File: src/rtl/pps_pkg.sv
`default_nettype none

package pps_pkg;

   typedef enum logic [1:0] {
      OP_START   = 2'd0,
      OP_BYTE    = 2'd1,
      OP_TIMEOUT = 2'd2
   } op_type;

   localparam logic CSR_REQUEST_COMMAND = 1'b0;
   localparam logic CSR_FILL_BYTE       = 1'b1;

   localparam logic [7:0] HELLO_BYTE     = 8'h01;
   localparam logic [7:0] MARK_BYTE      = 8'h5A;
   localparam logic [7:0] ZERO_BYTE      = 8'h00;
   localparam logic [7:0] FAIL_BYTE      = 8'hFF;
   localparam logic [7:0] REQ_CMD_RESET  = 8'h42;
   localparam logic [7:0] FILL_RESET     = 8'h00;
   localparam logic [3:0] MIN_LENGTH     = 4'd4;

   // one result, lowest field in the lowest bits
   typedef struct packed {
      logic [3:0] count_read;
      logic       succeeded;
      logic       finished;
      logic [7:0] store_byte;
      logic [3:0] store_index;
      logic       store_valid;
      logic       select_pad;
      logic       select_active;
      logic [7:0] send_byte;
      logic       send_valid;
   } rsp_type;

   typedef struct packed {
      logic       emit;
      logic       fail;
      logic [3:0] fail_count;
      rsp_type    rsp;
   } step_type;

endpackage

`default_nettype wire

File: src/rtl/pad_poll_sequencer.sv
// Host sequencer for one serial gamepad poll.
// req channel: one transaction per event. req_tuser is the event kind
// (start, byte exchanged, timeout); req_tdata carries pad number, received
// byte and acknowledge flag.
// rsp channel: per event one result (next byte to send, select state,
// reply buffer write, completion status), or on a fault a run of
// BUFFER_BYTES 0xFF buffer writes; rsp_tlast marks the end of each run.
// Byte and timeout events while idle and the unused kind code produce no result.
// An accepted event's first result is registered and shown in the cycle after.
// Throughput: one event per cycle when each gives one result and the receiver
// keeps up; a fault run holds the request side until its last beat is taken.
// The result register is refilled in the cycle its last beat is taken, so
// a stalled receiver stalls requests only while a result is held.
// csr port: index 0 request command (reset 0x42), index 1 fill byte (reset
// 0x00); write only while no poll event is in flight.
// Reset is synchronous and returns the sequencer to idle with no result.
`default_nettype none

module pad_poll_sequencer #(
   parameter int BUFFER_BYTES = 16
) (
   input  wire logic        clock,
   input  wire logic        reset,
   input  wire logic        req_tvalid,
   output      logic        req_tready,
   input  wire logic [15:0] req_tdata,  // pad_number, rx_byte, ack_seen, zero pad
   input  wire logic [1:0]  req_tuser,  // operation
   output      logic        rsp_tvalid,
   input  wire logic        rsp_tready,
   output      logic [31:0] rsp_tdata,  // send_valid, send_byte, select_active,
                                        // select_pad, store_valid, store_index,
                                        // store_byte, finished, succeeded,
                                        // count_read, zero pad
   output      logic        rsp_tlast,
   input  wire logic        csr_we,
   input  wire logic        csr_index,
   input  wire logic [7:0]  csr_wdata
);
   import pps_pkg::*;

   localparam int CntW = $clog2(BUFFER_BYTES);
   localparam logic [CntW-1:0] LastIdx = CntW'(BUFFER_BYTES - 1);

   step_type       step;
   rsp_type        rsp_ff, rsp_in, rsp_c;
   logic           valid_ff, valid_in;
   logic           fill_ff, fill_in;
   logic [CntW-1:0] idx_ff, idx_in;
   logic [3:0]     cnt_ff, cnt_in;
   logic           out_last, pop, accept;

   pps_ctrl u_ctrl (
      .clock      (clock),
      .reset      (reset),
      .csr_we     (csr_we),
      .csr_index  (csr_index),
      .csr_wdata  (csr_wdata),
      .accept     (accept),
      .operation  (req_tuser),
      .pad_number (req_tdata[0]),
      .rx_byte    (req_tdata[8:1]),
      .ack_seen   (req_tdata[9]),
      .step       (step)
   );

   assign out_last   = !fill_ff || (idx_ff == LastIdx);
   assign pop        = valid_ff && rsp_tready;
   assign req_tready = !valid_ff || (pop && out_last);
   assign accept     = req_tvalid && req_tready;

   always_comb begin
      valid_in = valid_ff;
      fill_in  = fill_ff;
      idx_in   = idx_ff;
      cnt_in   = cnt_ff;
      rsp_in   = rsp_ff;
      if (accept && step.emit) begin
         valid_in = 1'b1;
         fill_in  = step.fail;
         idx_in   = '0;
         cnt_in   = step.fail_count;
         rsp_in   = step.rsp;
      end else if (pop) begin
         if (out_last) begin
            valid_in = 1'b0;
         end else begin
            idx_in = idx_ff + 1'b1;
         end
      end
   end

   always_comb begin
      rsp_c = rsp_ff;
      if (fill_ff) begin
         rsp_c             = '0;
         rsp_c.select_pad  = rsp_ff.select_pad;
         rsp_c.store_valid = 1'b1;
         rsp_c.store_index = 4'(idx_ff);
         rsp_c.store_byte  = FAIL_BYTE;
         rsp_c.finished    = out_last;
         rsp_c.count_read  = out_last ? cnt_ff : 4'd0;
      end
   end

   assign rsp_tvalid = valid_ff;
   assign rsp_tdata  = {2'b00, rsp_c};
   assign rsp_tlast  = out_last;

   always_ff @(posedge clock) begin
      if (reset) begin
         valid_ff <= 1'b0;
         fill_ff  <= 1'b0;
         idx_ff   <= '0;
      end else begin
         valid_ff <= valid_in;
         fill_ff  <= fill_in;
         idx_ff   <= idx_in;
      end
      cnt_ff <= cnt_in;
      rsp_ff <= rsp_in;
   end

   a_fail_starts_at_zero: assert property (@(posedge clock) disable iff (reset)
      accept && step.emit && step.fail |=> valid_ff && fill_ff && idx_ff == '0)
      else $error("fill run did not start at index zero");

   a_run_continues: assert property (@(posedge clock) disable iff (reset)
      pop && !out_last |=> valid_ff && fill_ff && idx_ff == $past(idx_ff) + 1'b1)
      else $error("fill run broken");

   a_success_finishes: assert property (@(posedge clock) disable iff (reset)
      valid_ff && rsp_c.succeeded |-> rsp_c.finished && out_last && !fill_ff)
      else $error("success without finish");

   a_no_accept_mid_run: assert property (@(posedge clock) disable iff (reset)
      valid_ff && !out_last |-> !accept)
      else $error("request taken during fill run");

endmodule

`default_nettype wire

File: src/rtl/pps_ctrl.sv
`default_nettype none

module pps_ctrl (
   input  wire logic              clock,
   input  wire logic              reset,
   input  wire logic              csr_we,
   input  wire logic              csr_index,
   input  wire logic [7:0]        csr_wdata,
   input  wire logic              accept,
   input  wire logic [1:0]        operation,
   input  wire logic              pad_number,
   input  wire logic [7:0]        rx_byte,
   input  wire logic              ack_seen,
   output pps_pkg::step_type      step
);
   import pps_pkg::*;

   typedef enum logic [2:0] {
      PH_IDLE,
      PH_HELLO,
      PH_ID,
      PH_MARK,
      PH_DATA
   } phase_type;

   phase_type  phase_ff, phase_in;
   logic [3:0] acked_ff, acked_in;
   logic [3:0] length_ff, length_in;
   logic       pad_ff, pad_in;
   logic [7:0] req_cmd_ff, fill_ff;
   step_type   step_c;
   logic [3:0] id_length;
   logic [4:0] acked_next;

   assign id_length  = {rx_byte[2:0], 1'b0} + 4'd2;
   assign acked_next = {1'b0, acked_ff} + 5'd1;

   always_comb begin
      phase_in  = phase_ff;
      acked_in  = acked_ff;
      length_in = length_ff;
      pad_in    = pad_ff;
      step_c    = '0;
      step_c.rsp.select_pad = pad_ff;
      step_c.fail_count     = acked_ff;
      case (operation)
         OP_START: begin
            pad_in    = pad_number;
            acked_in  = '0;
            length_in = '0;
            phase_in  = PH_HELLO;
            step_c.emit = 1'b1;
            step_c.rsp.select_pad    = pad_number;
            step_c.rsp.send_valid    = 1'b1;
            step_c.rsp.send_byte     = HELLO_BYTE;
            step_c.rsp.select_active = 1'b1;
         end
         OP_TIMEOUT: begin
            if (phase_ff != PH_IDLE) begin
               step_c.emit = 1'b1;
               step_c.fail = 1'b1;
               phase_in    = PH_IDLE;
            end
         end
         OP_BYTE: begin
            step_c.emit = (phase_ff != PH_IDLE);
            step_c.rsp.send_valid    = 1'b1;
            step_c.rsp.select_active = 1'b1;
            unique case (phase_ff)
               PH_IDLE: ;
               PH_HELLO: begin
                  step_c.fail = !ack_seen;
                  phase_in    = PH_ID;
                  step_c.rsp.send_byte = req_cmd_ff;
               end
               PH_ID: begin
                  step_c.fail = !ack_seen;
                  acked_in    = 4'd1;
                  length_in   = id_length;
                  phase_in    = PH_MARK;
                  step_c.rsp.send_byte   = ZERO_BYTE;
                  step_c.rsp.store_valid = 1'b1;
                  step_c.rsp.store_index = 4'd0;
                  step_c.rsp.store_byte  = rx_byte;
               end
               PH_MARK: begin
                  if (!ack_seen) begin
                     step_c.fail = 1'b1;
                  end else begin
                     acked_in = 4'd2;
                     step_c.fail_count = 4'd2;
                     step_c.fail = (rx_byte != MARK_BYTE && rx_byte != ZERO_BYTE)
                                   || (length_ff < MIN_LENGTH);
                  end
                  phase_in = PH_DATA;
                  step_c.rsp.send_byte   = fill_ff;
                  step_c.rsp.store_valid = 1'b1;
                  step_c.rsp.store_index = 4'd1;
                  step_c.rsp.store_byte  = rx_byte;
               end
               PH_DATA: begin
                  step_c.rsp.store_valid = 1'b1;
                  step_c.rsp.store_index = acked_ff;
                  step_c.rsp.store_byte  = rx_byte;
                  if (acked_next == {1'b0, length_ff}) begin
                     phase_in = PH_IDLE;
                     step_c.rsp.send_valid    = 1'b0;
                     step_c.rsp.select_active = 1'b0;
                     step_c.rsp.finished      = 1'b1;
                     step_c.rsp.succeeded     = 1'b1;
                     step_c.rsp.count_read    = acked_ff;
                  end else begin
                     step_c.fail = !ack_seen;
                     acked_in    = acked_next[3:0];
                     step_c.rsp.send_byte = fill_ff;
                  end
               end
               default: ;
            endcase
            if (step_c.fail) begin
               phase_in = PH_IDLE;
            end
         end
         default: ;
      endcase
   end

   assign step = step_c;

   always_ff @(posedge clock) begin
      if (reset) begin
         phase_ff   <= PH_IDLE;
         acked_ff   <= '0;
         length_ff  <= '0;
         pad_ff     <= 1'b0;
         req_cmd_ff <= REQ_CMD_RESET;
         fill_ff    <= FILL_RESET;
      end else begin
         if (accept) begin
            phase_ff  <= phase_in;
            acked_ff  <= acked_in;
            length_ff <= length_in;
            pad_ff    <= pad_in;
         end
         if (csr_we) begin
            unique case (csr_index)
               CSR_REQUEST_COMMAND: req_cmd_ff <= csr_wdata;
               CSR_FILL_BYTE:       fill_ff    <= csr_wdata;
               default: ;
            endcase
         end
      end
   end

endmodule

`default_nettype wire
File: config.mk
export PLATFORM = sky130hd
export DESIGN_NAME = pad_poll_sequencer
export DESIGN_NICKNAME = d
export VERILOG_FILES = /design/src/rtl/pps_pkg.sv /design/src/rtl/pad_poll_sequencer.sv /design/src/rtl/pps_ctrl.sv
export SDC_FILE = /design/constraint.sdc
export NUM_CORES = 1
export LEC_CHECK = 0
export BUFFER_PORTS_ARGS = -buffer_cell sky130_fd_sc_hd__buf_2
export CORE_MARGIN = 1.5
export CORE_UTILIZATION = 55
export DETAILED_ROUTE_END_ITERATION = 10
export PLACE_DENSITY = 0.9
export SYNTH_ARGS = -nofsm -noshare
export SYNTH_HDL_FRONTEND = slang
export SYNTH_HIERARCHICAL = 1
export SYNTH_SLANG_ARGS = --single-unit
File: constraint.sdc
create_clock -name clock -period 4.4 [get_ports clock]
set_input_delay 0.44 -clock clock [delete_from_list [all_inputs] [get_ports clock]]
set_output_delay 0.44 -clock clock [all_outputs]
set_load 0.01 [all_outputs]
==> impl_summary.log, run 1 <==
[metrics] result of the run: finished, final reports clean
[metrics] instance area at placement: 3760 um^2
[metrics] H-tree depth: 3
[metrics] capturing element type of the critical path: register
[metrics] number of nets in the final layout: 457
[metrics] sequence of cells on the critical path: ha_1, nand3_1, nand2_2, a21bo_2, and2_1, o21ai_0, a31o_2, nor2_1, a21oi_1, a211oi_1
[metrics] Hold Fails Final Rpt: 0
[metrics] first-pass iteration count of the detailed router: 6
[metrics] number of buffers inserted during clock tree synthesis: 9
[metrics] Primary FF master, synth: edfxtp_1
[metrics] areal power density over the cells: 326 nW/um^2
[metrics] clk root buf: clkbuf_8
[metrics] clock latency at the later pin of the worst-skew pair: 360 ps
[metrics] number of antenna cells inserted: 0
[metrics] routed wire length per instance: 14.8 um
[metrics] Port Buffers: 58
[metrics] worst-path cell with the longest stage delay: dfxtp_1
[metrics] data required time at the worst endpoint: 4670 ps
[metrics] maximum capacitance violations: 0
[metrics] post-synthesis sequential area ratio: 0.483
[metrics] launching point of the worst reg2reg path: idx_ff[0]
[metrics] number of placement rows: 28
[metrics] maximum vdd ir drop: 0.000198 V
[metrics] relative max-transition margin: 0.596
[metrics] Setup crit start kind: register
[metrics] launch point of the critical path: idx_ff[0]
[metrics] area of the mapped netlist: 3480 um^2
[metrics] cell count after synthesis: 369
[metrics] CP max stage delay: 390 ps
[metrics] leakage power: 1.60 nW
[metrics] drt total wl: 7320 um
[metrics] effective utilization at floorplan: 0.577
[metrics] vias per cell: 5.75
[metrics] sum of negative setup slack: 0 ps
[metrics] proportion of synthesized flip-flops having asynchronous set or reset: 0
[metrics] clock sink count: 67
[metrics] Die Footprint: 6810 um^2
[metrics] Global Route Usage Sum: 0.224
[metrics] vertical die dimension: 82.5 um
[metrics] Max Clk Rate: 391 MHz
[metrics] post-synth cell types: 55
[metrics] Die W: 82.5 um
[metrics] data arrival time of the worst path: 2830 ps
[metrics] Clock Skews: 11.6 ps
[metrics] initial detailed-routing violation count: 290
[metrics] maximum buffer depth of the clock tree: 2
[metrics] leading cell type in the layout, fill and taps excluded: buf_2
[metrics] setup slack at placement: 1850 ps
[metrics] number of pins exceeding their max-slew limit in the final report: 0
[metrics] total grt overflow: 0
[metrics] share of the cycle needed by the critical path after routing: 0.582
[metrics] first-pass GRT wire length: 11300 um
[metrics] unrepaired setup endpoints after global routing: false
[metrics] Hold Buf Count CTS: 0
[metrics] synthesized area per cell: 9.43 um^2
[metrics] global placement routability congestion: 0.914
[metrics] worst hold start: csr_wdata[1]
[metrics] critical path class: reg2reg
[metrics] number of global-route vias before repair: 2501
[metrics] EDFF count, synth: 34
[metrics] total of flip-flops plus latches after synthesis: 67
[metrics] leading cell types in the layout, fill and taps excluded: buf_2 (58), nand2_1 (43), edfxtp_1 (34)
[metrics] I/O pin count: 67
[metrics] actual transition at the worst max-transition pin: 606 ps
[metrics] Hold Crit Class: in2reg
[metrics] clock slew seen by the registers of the worst setup and hold paths: 80 ps
[metrics] final worst-path setup slack: 1840 ps
[metrics] post-route cell area: 3930 um^2
[metrics] warnings from Yosys: 6
[metrics] Gates resized, CTS repair: 0
[metrics] Worst Path Max Fanout: 8
[metrics] time the worst path needs with I/O delays and setup: 2560 ps
[metrics] largest net degree at the start of global routing: 39
[metrics] core region area: 6030 um^2
[metrics] area growth from synthesis to layout: 13.0%
[metrics] post-CTS repair timing setup buffer count: 0
[metrics] number of antenna violations at the first check in global routing: 0
[metrics] Remaining DRCs: 0
[metrics] final number of setup-violating endpoints: 0
[metrics] TritonCTS clock tree: built
[metrics] antenna viol nets, final: 0
[metrics] share of cells above drive strength 1: 0.240
[metrics] routed via count: 2852
[metrics] DP Wirelength: 5180 um
==> final cells by class <==
cell class | instances | area (um^2)
timing repair buffer | 60 | 305
multi-input combinational | 264 | 1620
fill | 466 | 2090
clock buffer | 9 | 124
inverter | 14 | 52.6
sequential | 67 | 1680
clock inverter | 7 | 51.3
tap | 75 | 93.8
==> cell usage after synthesis, types with 3 or more instances <==
master / count / area share
xnor2_1: 5 / 0.013
o211ai_1: 3 / 0.0065
nor2b_1: 18 / 0.032
a21oi_1: 33 / 0.047
ha_1: 9 / 0.032
o21ai_0: 18 / 0.026
buf_4: 6 / 0.013
a21o_1: 3 / 0.0065
and2_1: 13 / 0.023
nand3_1: 22 / 0.032
nand2_1: 43 / 0.046
a22o_1: 7 / 0.018
or2_2: 9 / 0.016
o21bai_1: 3 / 0.0065
dfxtp_1: 33 / 0.19
clkbuf_1: 15 / 0.016
edfxtp_1: 34 / 0.29
a211oi_1: 3 / 0.0065
mux2_2: 6 / 0.019
nor2_1: 17 / 0.018
buf_2: 3 / 0.0043
and3_1: 5 / 0.0090
nand2b_1: 8 / 0.014
inv_1: 14 / 0.015
==> worst max-delay path: cells and delay by family (launching register included) <==
| kind | cells | cell delay (ps) |
|---|---|---|
| compound gates | 5 | 1040 |
| fa+ha+maj | 1 | 250 |
| flops | 1 | 390 |
| simple gates | 4 | 790 |
==> cell families after synthesis <==
| logic type | share of synthesized area |
|---|---|
| AOI/OAI and AO/OA | 0.156 |
| DFF | 0.483 |
| xor gates and xnor gates | 0.0176 |
| and+or+nand+nor | 0.236 |
| other | 0.00108 |
| buffers and inverters | 0.0518 |
| muxes | 0.0223 |
| adders and majority gates | 0.0324 |
==> state kept, by name, indices dropped and copies added (netlist names) <==
register	cells
rsp_ff	30
u_ctrl/fill_ff	8
u_ctrl/req_cmd_ff	8
cnt_ff	4
idx_ff	4
u_ctrl/acked_ff	4
u_ctrl/length_ff	3
u_ctrl/phase_ff	3
fill_ff	1
rsp_tvalid	1
u_ctrl/pad_ff	1
==> final timing paths <==
path | endpoint | slack [ps] | depth (start not counted)
setup / recovery | u_ctrl/acked_ff[1] | 1840 | 10
hold / removal | u_ctrl/req_cmd_ff[1] | 320 | 3
setup reg to reg | u_ctrl/acked_ff[1] | 1840 | 10
hold reg to reg | u_ctrl/req_cmd_ff[4] | 460 | 2
==> per-layer routing <==
layer	vias to the layer above	part of all wire	wire [um]	track usage
met5	-	0	0	0
met3	20	0.075	548	0.0703
met1	1322	0.40	2910	0.265
li1	1385	-	-	-
met4	0	0.021	157	0.0900
met2	125	0.51	3700	0.377
==> where the power goes <==
| group | switching [mW] | internal (mW) |
|---|---|---|
| logic | 0.0875 | 0.0544 |
| registers | 0.0109 | 0.674 |
| clock network | 0.250 | 0.207 |
==> per-stage QoR <==
stage	util	hold slack [ps]	total power, mW	std cells
after floorplan	-	436	0.791	370
after global placement	0.624	443	0.832	480
after detailed placement	0.624	447	0.839	480
after CTS	0.653	309	1.29	496
after global routing	0.653	325	1.33	496
final	0.653	317	1.28	496
(Power assumes the default switching activity.)
==> run 2, diff against run 1 <==
Settings changed: ABC_AREA set to 1.
Clock period 4.4 ns to 2.6 ns, I/O delays scaled along.
==> run 2 against run 1 <==
  * Utilization is 1.6 points higher
  * Clock skew hardly changed
  * Combinational power grew to 2.8 times the previous value
  * Non-clock buffer count stayed put
  * Count of clock-buffer cells in the layout is 1 higher
  * Die area is 0.45% higher
  * Routed wire length is 0.85% higher
==> impl_summary.log, run 2 <==
[metrics] number of buffers inserted during clock tree synthesis: 9 (unchanged)
[metrics] leakage power: 1.83 nW (+15%)
[metrics] leading cell types in the layout, fill and taps excluded: nor2_1 (81), nand2_1 (62), inv_1 (60)
[metrics] most frequently used cell type in the post-synthesis netlist: nor2_1
[metrics] Clock Skews: 11.4 ps (-0.181 ps)
[metrics] data arrival time of the worst path: 2370 ps (-460 ps)
[metrics] most frequent cells after synthesis: nor2_1 (81), nand2_1 (62), inv_1 (60)
[metrics] global placement routability congestion: 0.921 (+0.76%)
[metrics] post-CTS repair timing setup buffer count: 0 (unchanged)
[metrics] Hold Slack: 140 ps (-177 ps)
[metrics] maximum buffer depth of the clock tree: 2 (unchanged)
[metrics] TritonCTS clock tree: built
[metrics] relative max-transition margin: 0.607 (+0.0108)
[metrics] total grt overflow: 0 (unchanged)
[metrics] first-pass iteration count of the detailed router: 5 (-1)
[metrics] area of the mapped netlist: 3500 um^2 (+0.47%)
[metrics] Gates resized, CTS repair: 0 (unchanged)
[metrics] number of pins exceeding their max-slew limit in the final report: 0 (unchanged)
[metrics] post-route cell area: 4030 um^2 (+2.4%)
[metrics] final number of setup-violating endpoints: 0 (unchanged)
[metrics] Setup crit start kind: register
[metrics] first-pass GRT wire length: 12300 um (+8.5%)
[metrics] unrepaired setup endpoints after global routing: false
[metrics] total of flip-flops plus latches after synthesis: 67 (unchanged)
[metrics] routed wire length per instance: 12.9 um (-12%)
[metrics] warnings from Yosys: 6 (unchanged)
[metrics] Global Route Usage Sum: 0.241 (+0.0172)
[metrics] Power Total: 2.54 mW (+98%)
[metrics] number of antenna cells inserted: 0 (unchanged)
[metrics] area growth from synthesis to layout: 15.2%
[metrics] Multi-input gate area: 1470 um^2 (-9.7%)
[metrics] post-synthesis sequential area ratio: 0.481 (-0.00225)
[metrics] Die Footprint: 6840 um^2 (+0.45%)
[metrics] areal power density over the cells: 630 nW/um^2 (+93%)
[metrics] number of nets in the final layout: 531 (+16%)
[metrics] Max Clk Rate: 464 MHz (+19%)
[metrics] post-synth cell types: 38 (-31%)
[metrics] Worst Path Max Fanout: 4 (-4)
[metrics] share of the cycle needed by the critical path after routing: 0.829 (+0.247)
[metrics] clk root buf: clkbuf_8
[metrics] vias per cell: 5.28 (-8.3%)
[metrics] EDFF count, synth: 34 (unchanged)
[metrics] sum of negative setup slack: 0 ps (unchanged)
[metrics] synthesized area per cell: 8.09 um^2 (-14%)
[metrics] capturing element type of the critical path: register
[metrics] leading cell type in the layout, fill and taps excluded: nor2_1
[metrics] proportion of synthesized flip-flops having asynchronous set or reset: 0 (unchanged)
[metrics] Register Area: 1680 um^2 (unchanged)
[metrics] Remaining DRCs: 0 (unchanged)
[metrics] maximum capacitance violations: 0 (unchanged)
[metrics] Hold Crit Class: in2reg
[metrics] result of the run: finished, final reports clean
[metrics] largest net degree at the start of global routing: 35 (-10%)
[metrics] I/O pin count: 67 (unchanged)
[metrics] drt total wl: 7380 um (+0.85%)
[metrics] vertical die dimension: 82.7 um (+0.22%)
[metrics] instance area at placement: 3810 um^2 (+1.5%)
[metrics] effective utilization at floorplan: 0.580 (+0.00270)
[metrics] core region area: 6030 um^2 (unchanged)
[metrics] Hold Fails Final Rpt: 0 (unchanged)
[metrics] H-tree depth: 3 (unchanged)
[metrics] routed via count: 3007 (+5.4%)
[metrics] Port Buffers: 58 (unchanged)
[metrics] number of antenna violations at the first check in global routing: 0 (unchanged)
[metrics] critical path class: reg2reg
[metrics] clock slew seen by the registers of the worst setup and hold paths: 80 ps (about the same)
[metrics] share of cells above drive strength 1: 0.240 (+0.000499)
[metrics] data required time at the worst endpoint: 2810 ps (-1860 ps)
[metrics] DP Wirelength: 5330 um (+2.9%)
[metrics] Top reg by flops: rsp_ff
[metrics] Hold Buf Count CTS: 0 (unchanged)
[metrics] largest registers: rsp_ff (30), u_ctrl/fill_ff (8), u_ctrl/req_cmd_ff (8)
[metrics] Primary FF master, synth: edfxtp_1
[metrics] maximum vdd ir drop: 0.000439 V (+120%)
[metrics] actual transition at the worst max-transition pin: 589 ps (-16.9 ps)
[metrics] number of placement rows: 28 (unchanged)
[metrics] clock latency at the later pin of the worst-skew pair: 340 ps (-20 ps)
[metrics] cell count after synthesis: 432 (+17%)
[metrics] top cell type by total area after synthesis: edfxtp_1
[metrics] final core area utilization: 0.669 (+0.0160)
[metrics] number of global-route vias before repair: 2822 (+13%)
[metrics] time the worst path needs with I/O delays and setup: 2150 ps (-405 ps)
[metrics] initial detailed-routing violation count: 292 (+0.69%)
[metrics] antenna viol nets, final: 0 (unchanged)
[metrics] Die W: 82.7 um (+0.22%)
[metrics] max FFs per register: 30 (unchanged)
[metrics] clock sink count: 67 (unchanged)
[metrics] top area cells in the synthesized netlist: edfxtp_1 (29%), dfxtp_1 (19%), nor2_1 (8.7%), nand2_1 (6.7%), inv_1 (6.4%)
[metrics] share of Yosys cell area claimed by the top area cell type: 0.292 (-0.00137)
[metrics] fill count: 490 (+5.2%)
run 2: cells by family after synthesis:
family          Yosys count  synth area share
compound gates           67             0.110
flops                    67             0.481
xor+xnor                  2           0.00501
simple gates            202             0.270
other cells               1           0.00107
fa+ha+maj                 9            0.0322
buf+inv                  84             0.101
run 2: where the power goes:
part / switching [mW] / internal, mW / leakage [nW]
Sequential: 0.0381 / 1.18 / 0.585
Clock: 0.413 / 0.508 / 0.113
Combinational: 0.258 / 0.140 / 1.14
run 2: critical path, stage by stage (launching register included):
cell and delay, ps:
dfxtp_1 390, ha_1 260, nand3_1 150, nand3_1 130, nand2_1 80, nor2_1 230, inv_1 140, a21oi_1 190
o21ai_0 210, o21ai_0 210, a21oi_1 50
run 2: worst paths after layout:
kind / start / end / cells after the start / slack (ps)
max: idx_ff[1] / u_ctrl/length_ff[3] / 10 / 450
min: csr_wdata[1] / u_ctrl/req_cmd_ff[1] / 3 / 140
max reg2reg: idx_ff[1] / u_ctrl/length_ff[3] / 10 / 450
min reg2reg: u_ctrl/req_cmd_ff[6] / u_ctrl/req_cmd_ff[6] / 2 / 470
run 2: cell type report:
cell class	instances	area share
flip-flops and latches	67	0.417
multi-input cells	282	0.364
repair buffers	60	0.0758
inverters	70	0.0658
clock buffers	10	0.0370
well taps	75	0.0233
clock inverters	6	0.0168
run 2: routing by layer:
metal / track usage / up-vias / wire length [um]
li1: - / 1499 / -
met3: 0.0407 / 16 / 402
met4: 0.130 / 0 / 129
met2: 0.422 / 113 / 3840
met1: 0.281 / 1379 / 3010
met5: 0 / - / 0
run 2: per-stage QoR:
step           setup WS [ps]  instances
3_3_place_gp             570        554
2_1_floorplan            558        433
6_report                 446        570
4_1_cts                  479        570
5_1_grt                  239        570
3_5_place_dp             485        554
